===== src/rtl/core/qte_pkg.sv =====
package qte_pkg;

  // Output angle format and CORDIC length
  localparam int ANGLE_FRAC_BITS = 16;
  localparam int CORDIC_STEPS    = 20;

  // Internal widths
  localparam int VEC_W = 40;  // CORDIC x/y vectors, q30
  localparam int ANG_W = 34;  // CORDIC angle, q30 radians
  localparam int DEG_W = 27;  // signed degrees, ANGLE_FRAC_BITS fraction
  localparam int SQ_W  = 62;  // square root radicand and partial root

  localparam int SQRT_STAGES = 31;  // one result bit per stage, radicand <= 2^60

  localparam logic signed [VEC_W-1:0] ONE_VEC     = VEC_W'(64'sd1073741824);
  localparam logic signed [ANG_W-1:0] HALF_PI_ANG = ANG_W'(64'sd1686629713);

  // rad -> deg: r * 573 / (5 * 2^RD_SHIFT), round half away from zero
  localparam int          RD_SHIFT = 31 - ANGLE_FRAC_BITS;
  localparam int          RD_M_W   = ANG_W + 10;
  localparam int          RD_T_W   = RD_M_W - RD_SHIFT;
  localparam logic [RD_M_W-1:0] RD_HALF = RD_M_W'((64'd5 << RD_SHIFT) / 2);
  localparam logic [31:0] RD_RECIP = 32'hCCCC_CCCD;  // ceil(2^34 / 5)
  localparam int          RD_RSH   = 34;

  localparam logic [30:0] ATAN_TAB [0:29] = '{
    31'd843314857, 31'd497837829, 31'd263043837, 31'd133525159, 31'd67021687,
    31'd33543516, 31'd16775851, 31'd8388437, 31'd4194283, 31'd2097149,
    31'd1048576, 31'd524288, 31'd262144, 31'd131072, 31'd65536,
    31'd32768, 31'd16384, 31'd8192, 31'd4096, 31'd2048,
    31'd1024, 31'd512, 31'd256, 31'd128, 31'd64,
    31'd32, 31'd16, 31'd8, 31'd4, 31'd2
  };

endpackage


===== src/rtl/core/qte_isqrt.sv =====
module qte_isqrt import qte_pkg::*; (
  input  logic            clk_i,
  input  logic            rst_ni,
  input  logic            valid_i,
  input  logic [SQ_W-1:0] rad_i,
  output logic            valid_o,
  output logic [30:0]     root_o
);

  logic [SQRT_STAGES-1:0] vld_q;
  logic [SQ_W-1:0]        rem_q  [SQRT_STAGES];
  logic [SQ_W-1:0]        root_q [SQRT_STAGES];

  always_ff @(posedge clk_i or negedge rst_ni) begin
    if (!rst_ni) begin
      vld_q <= '0;
    end else begin
      vld_q <= {vld_q[SQRT_STAGES-2:0], valid_i};
    end
  end

  for (genvar k = 0; k < SQRT_STAGES; k++) begin : g_stage
    localparam logic [SQ_W-1:0] BIT = SQ_W'(1) << (2 * (SQRT_STAGES - 1 - k));
    logic [SQ_W-1:0] rem_in, root_in, trial, rem_d, root_d;

    if (k == 0) begin : g_first
      assign rem_in  = rad_i;
      assign root_in = '0;
    end else begin : g_next
      assign rem_in  = rem_q[k-1];
      assign root_in = root_q[k-1];
    end

    always_comb begin
      trial = root_in + BIT;
      if (rem_in >= trial) begin
        rem_d  = rem_in - trial;
        root_d = (root_in >> 1) + BIT;
      end else begin
        rem_d  = rem_in;
        root_d = root_in >> 1;
      end
    end

    always_ff @(posedge clk_i) begin
      rem_q[k]  <= rem_d;
      root_q[k] <= root_d;
    end
  end

  assign valid_o = vld_q[SQRT_STAGES-1];
  assign root_o  = root_q[SQRT_STAGES-1][30:0];

endmodule


===== config.mk =====
export PLATFORM = sky130hd
export DESIGN_NAME = qte_isqrt
export DESIGN_NICKNAME = d
export VERILOG_FILES = /design/src/rtl/core/qte_pkg.sv /design/src/rtl/core/qte_isqrt.sv
export SDC_FILE = /design/constraint.sdc
export NUM_CORES = 2
export LEC_CHECK = 0
export BUFFER_PORTS_ARGS = -buffer_cell sky130_fd_sc_hd__buf_2
export CELL_PAD_IN_SITES_DETAIL_PLACEMENT = 1
export CELL_PAD_IN_SITES_GLOBAL_PLACEMENT = 1
export CORE_MARGIN = 2
export CORE_UTILIZATION = 45
export DETAILED_ROUTE_END_ITERATION = 16
export MAX_ROUTING_LAYER = met4
export PLACE_DENSITY_LB_ADDON = 0.1
export SKIP_LAST_GASP = 1
export SLEW_MARGIN = 20
export SYNTH_ARGS = -nofsm -noshare
export SYNTH_HDL_FRONTEND = slang
export SYNTH_SLANG_ARGS = --single-unit

===== constraint.sdc =====
create_clock -name clk_i -period 9.5 [get_ports clk_i]
set_input_delay 1.425 -clock clk_i [delete_from_list [all_inputs] [get_ports clk_i]]
set_output_delay 1.425 -clock clk_i [all_outputs]
set_load 0.02 [all_outputs]

---- After elaboration in Yosys (flattened, before gate mapping) ----
Memory sizes are Yosys's and may differ from the RTL's.
Index checks and enable logic that the tools add are counted.
word-level totals
  bits of input ports ..................... 65
  bits in writable memories ............... 3844
  logic and storage cells ................. 187
  register bits ........................... 31
  memories kept ........................... 2
memory list
  name    depth  bits a word  rd ports  clocked after Yosys merged registers in  wr ports  line             text
  rem_q   31     62           30        0                                        31        qte_isqrt.sv:11  logic [SQ_W-1:0] rem_q [SQRT_STAGES];
  root_q  31     62           31        0                                        31        qte_isqrt.sv:12  logic [SQ_W-1:0] root_q [SQRT_STAGES];
cells by class
  $add $sub $neg .......................... 91
  multiplexer cells ....................... 62
  order comparisons ....................... 31
operators with widths
  kind                      count
  $mux W62                  61
  $ge A62 B62 Y1            30
  $sub A62 B62 Y62          30
  $add A61 B1 Y62 const B   1
  $add A61 B11 Y62 const B  1
  $add A61 B13 Y62 const B  1
  $add A61 B15 Y62 const B  1
  $add A61 B17 Y62 const B  1
  $add A61 B19 Y62 const B  1
  $add A61 B21 Y62 const B  1
  $add A61 B23 Y62 const B  1
  $add A61 B25 Y62 const B  1
  $add A61 B27 Y62 const B  1
  $add A61 B29 Y62 const B  1
  $add A61 B3 Y62 const B   1
  $add A61 B31 Y62 const B  1
  $add A61 B33 Y62 const B  1
  $add A61 B35 Y62 const B  1
  $add A61 B37 Y62 const B  1
  $add A61 B39 Y62 const B  1
  $add A61 B41 Y62 const B  1
  $add A61 B43 Y62 const B  1
  $add A61 B45 Y62 const B  1
  $add A61 B47 Y62 const B  1
  42 further kinds          42

---- Longest topological paths before layout ----
An unclocked memory read counts as a cell.
  depth after elaboration ................. 4
  gate-level depth with buffers ........... 15
  depth with buffers taken out ............ 13

---- Least setup slack after synthesis ----
No wires, ideal clock.
  path kind ............................... register -> register
  start point ............................. mem root_q[25][35] (netlist: root_q[1][593])
  end point ............................... mem rem_q[26][59] (netlist: rem_q[1][679])
  library setup time ...................... 0.119 ns
  data arrival time ....................... 3.394 ns
  required time ........................... 9.381 ns
  slack ................................... 5.986 ns
  cell stages (with the launch flop) ...... 14
  buffers on the path ..................... 1
  clock period less this slack ............ 3.514 ns
  path through ............................ dfxtp_1 -> inv_1 -> ha_1 -> buf_2 -> nand4_1 -> or3_4 -> or4_1 -> o211ai_1 -> o21bai_2 -> nor2_2 -> or4_1 -> a31o_1 -> or4_4 -> xnor2_2
RTL lines
  what             line
  start, declared  qte_isqrt.sv:12
  end, declared    qte_isqrt.sv:11

==> results.cfg <==
[power]
comb_power_share_pct = 24.7
p_leak_nw = 46.3
switchingPower_mw = 11.4
internal_power_mw = 21.5
peakVddDrop_mv = 0.200
netSwitchingFraction_pct = 34.7
clock_power_share_pct = 30.5
p_per_area_nw_per_um2 = 323
p_seq_share_pct = 44.9
power.total_mw = 32.9

[routing]
drc_errors = 0
routed_wl_um = 273000
dr_total_vias = 65500
detail_route.vias_per_cell = 5.43
drt_iter0_drc = 4333
wl_per_cell_um = 22.7
drt_pass1_iterations = 5
antenna_left = 0

[critical_path]
worstSetupPathType = flip-flop to flip-flop
r2r-end = rem_q[1][849]
critPathArrivalTime_ps = 5300
crit_start = root_q[1][748]
crit_path_end = rem_q[1][849]
r2r_slack_ps = 4920
worst_setup_path_end_kind = flip-flop
regToRegStartpoint = root_q[1][748]
reg2reg_depth = 14
required_ps = 10220
start_kind = flip-flop
path_max_fanout = 44

[cells_and_area]
layout.cells.non_filler = 12100
drive_gt1_share_pct = 6.68
design_area_sq_um = 102000
syn_to_final_growth_pct = 13.3
num-nets-final = 9793

[clocking]
cts_tree = built
cts_buffers = 237
clk_latency_ps = 930
hold_buffers = 0
cts_resized = 0
ctsLongestPathBuffers = 3
clock-root-buffer = clkbuf_16
htreeDepth = 4
clk_pin_slew_ps = 70
clock_sinks = 2387
cts_setup_buffers = 0

[die]
num_io_pins = 97
die_w_um = 451
die-area_sq_um = 204000
core-area_sq_um = 199000
start_util_pct = 45.2
rows = 164
die_h_um = 451

[timing]
finalHoldViolCount = 0
setup_viol = 0
max_freq_mhz = 218
fin_crit_sh_pct = 48.2
worst_pin_slew_ps = 1280
rsz0062_at_grt = false
timing.final.max_slew_violations = 0
fin_skew_ps = 86.8
relSlewSlack_pct = 13.8
fin_tns_setup_ps = 0
fin_crit_ps = 4580

[logic_synthesis]
synth_top_cell_by_area = dfxtp_1
synth.distinct_cells = 98
synth_edf_count = 0
netlist_instances = 9020
ys_warn_count = 0
synth_flop_cell = dfxtp_1
avgSynthCellArea_sq_um = 9.98
synth_area_sq_um = 90000
synthesis.nets = 9610
async_reset_ff_share_pct = 1.30
yosys-top-cells-area = dfxtp_1 52%, ha_1 7.3%, xnor2_1 4.0%
synth-seq-cells = 2387
synth_top_area_share_pct = 52.4
synth-seq-area-share_pct = 53.2

[placed_design]
placed_cells = 11600
detailed_place.area_sq_um = 93400
place_hpwl_um = 216000
globalplace.congestion = 0.932
port_buffers = 96

[status]
status = complete, no violations

[min_path]
hold_start = root_q[0][540]
worstHoldPathCells = 0
hold_class = flip-flop to flip-flop

[global_route]
grt_max_degree = 58
grt_pass1_vias = 67500
grt_pass1_wl_um = 417000
antenna_found_initial = 25
gr-total-overflow = 0
track_usage_pct = 27.3

[flow_run]
cap_violations = 0
cell usage after synthesis (all sizes together) (75+ instances only):
| cell | instances |
|---|---|
| a21oi | 551 |
| nand2b | 105 |
| nand4 | 143 |
| o21ai | 424 |
| or3 | 90 |
| xor2 | 401 |
| clkbuf | 157 |
| nand2 | 590 |
| nor3 | 266 |
| inv | 661 |
| nor2b | 75 |
| o21a | 122 |
| dfxtp | 2356 |
| nor2 | 582 |
| nor4 | 315 |
| ha | 525 |
| xnor2 | 413 |
| a21o | 210 |
| nand3 | 155 |
worst max-delay path, stage by stage, from the launching register on:
cell	delay, ps
dfxtp_1	330
inv_1	50
ha_1	330
nor2b_1	200
o2111ai_1	160
a31oi_1	490
nand2_1	140
o31a_1	320
a21oi_1	380
a21oi_2	300
buf_4	290
inv_2	640
and3_1	470
nand4b_1	160
xnor2_1	170
layer usage:
layer  GRT usage, %  vias to the layer above  wire, um
met5              -                        -         0
met4           5.97                        0      5190
met3           3.66                      306     13400
met2           40.0                     1228    116000
met1           40.0                    32300    139000
li1               -                    31700         -
power by group through the flow:
stage / clock (mW) / sequential, mW / combinational, mW
2_1_floorplan: 0 / 13.6 / 5.88
4_1_cts: 10.2 / 14.7 / 8.09
3_3_place_gp: 0 / 14.9 / 7.86
6_report: 10.0 / 14.8 / 8.12
5_1_grt: 10.7 / 15.0 / 8.99
3_5_place_dp: 0 / 14.9 / 7.98
state kept, by name, indices dropped and copies added (netlist names):
register,flops
rem_q,1860
root_q,496
vld_q,31
cells by family (layout without fill, tap and decap cells):
kind of cell / after synthesis / after routing / share of synthesized area [%]
AND/OR/NAND/NOR: 2662 / 2662 / 15.2
flip-flops: 2387 / 2387 / 53.2
AO/OA/AOI/OAI: 1710 / 1710 / 11.8
buffers and inverters: 839 / 1224 / 3.52
XOR/XNOR: 814 / 814 / 7.93
adder cells (fa/ha/maj): 525 / 525 / 7.30
multiplexers: 83 / 83 / 1.03
other: 0 / 4 / 0
worst min-delay path by stage:
stage	end	slack, ps
after floorplan	rem_q[0][898]	320
after global placement	rem_q[1][264]	330
after detailed placement	rem_q[0][759]	330
after CTS	rem_q[0][760]	300
after global routing	rem_q[0][441]	300
final	root_q[0][601]	290
cell type report:
class | instances | area [sq um]
flip-flops and latches | 2387 | 47900
diodes | 4 | 10.0
fillers | 21900 | 97200
multi-input cells | 5794 | 39000
clock buffers | 324 | 6710
well taps | 2656 | 3320
repair buffers | 122 | 673
clock inverters | 117 | 1880
inverters | 661 | 2480
per-stage QoR:
| step | setup WS (ps) | hold WS [ps] | utilization, % |
|---|---|---|---|
| 2_1_floorplan | 5990 | 322 | - |
| 6_report | 4920 | 286 | 51.2 |
| 3_3_place_gp | 5010 | 330 | 46.9 |
| 3_5_place_dp | 4990 | 335 | 46.9 |
| 5_1_grt | 4600 | 296 | 51.2 |
| 4_1_cts | 4950 | 296 | 51.2 |
layout by cell type, fill, tap and decap left out, types with 238 or more instances in the layout:
cell type / netlist / layout
dfxtp_1: 2356 / 2356
inv_1: 653 / 653
nand2_1: 590 / 589
nor2_1: 581 / 579
a21oi_1: 551 / 550
ha_1: 525 / 525
xnor2_1: 412 / 412
xor2_1: 401 / 401
nor4_1: 312 / 308
o21ai_0: 285 / 285
nor3_1: 263 / 262
clkbuf_16: 0 / 238
No activity file was read; power rests on OpenSTA's default activity.
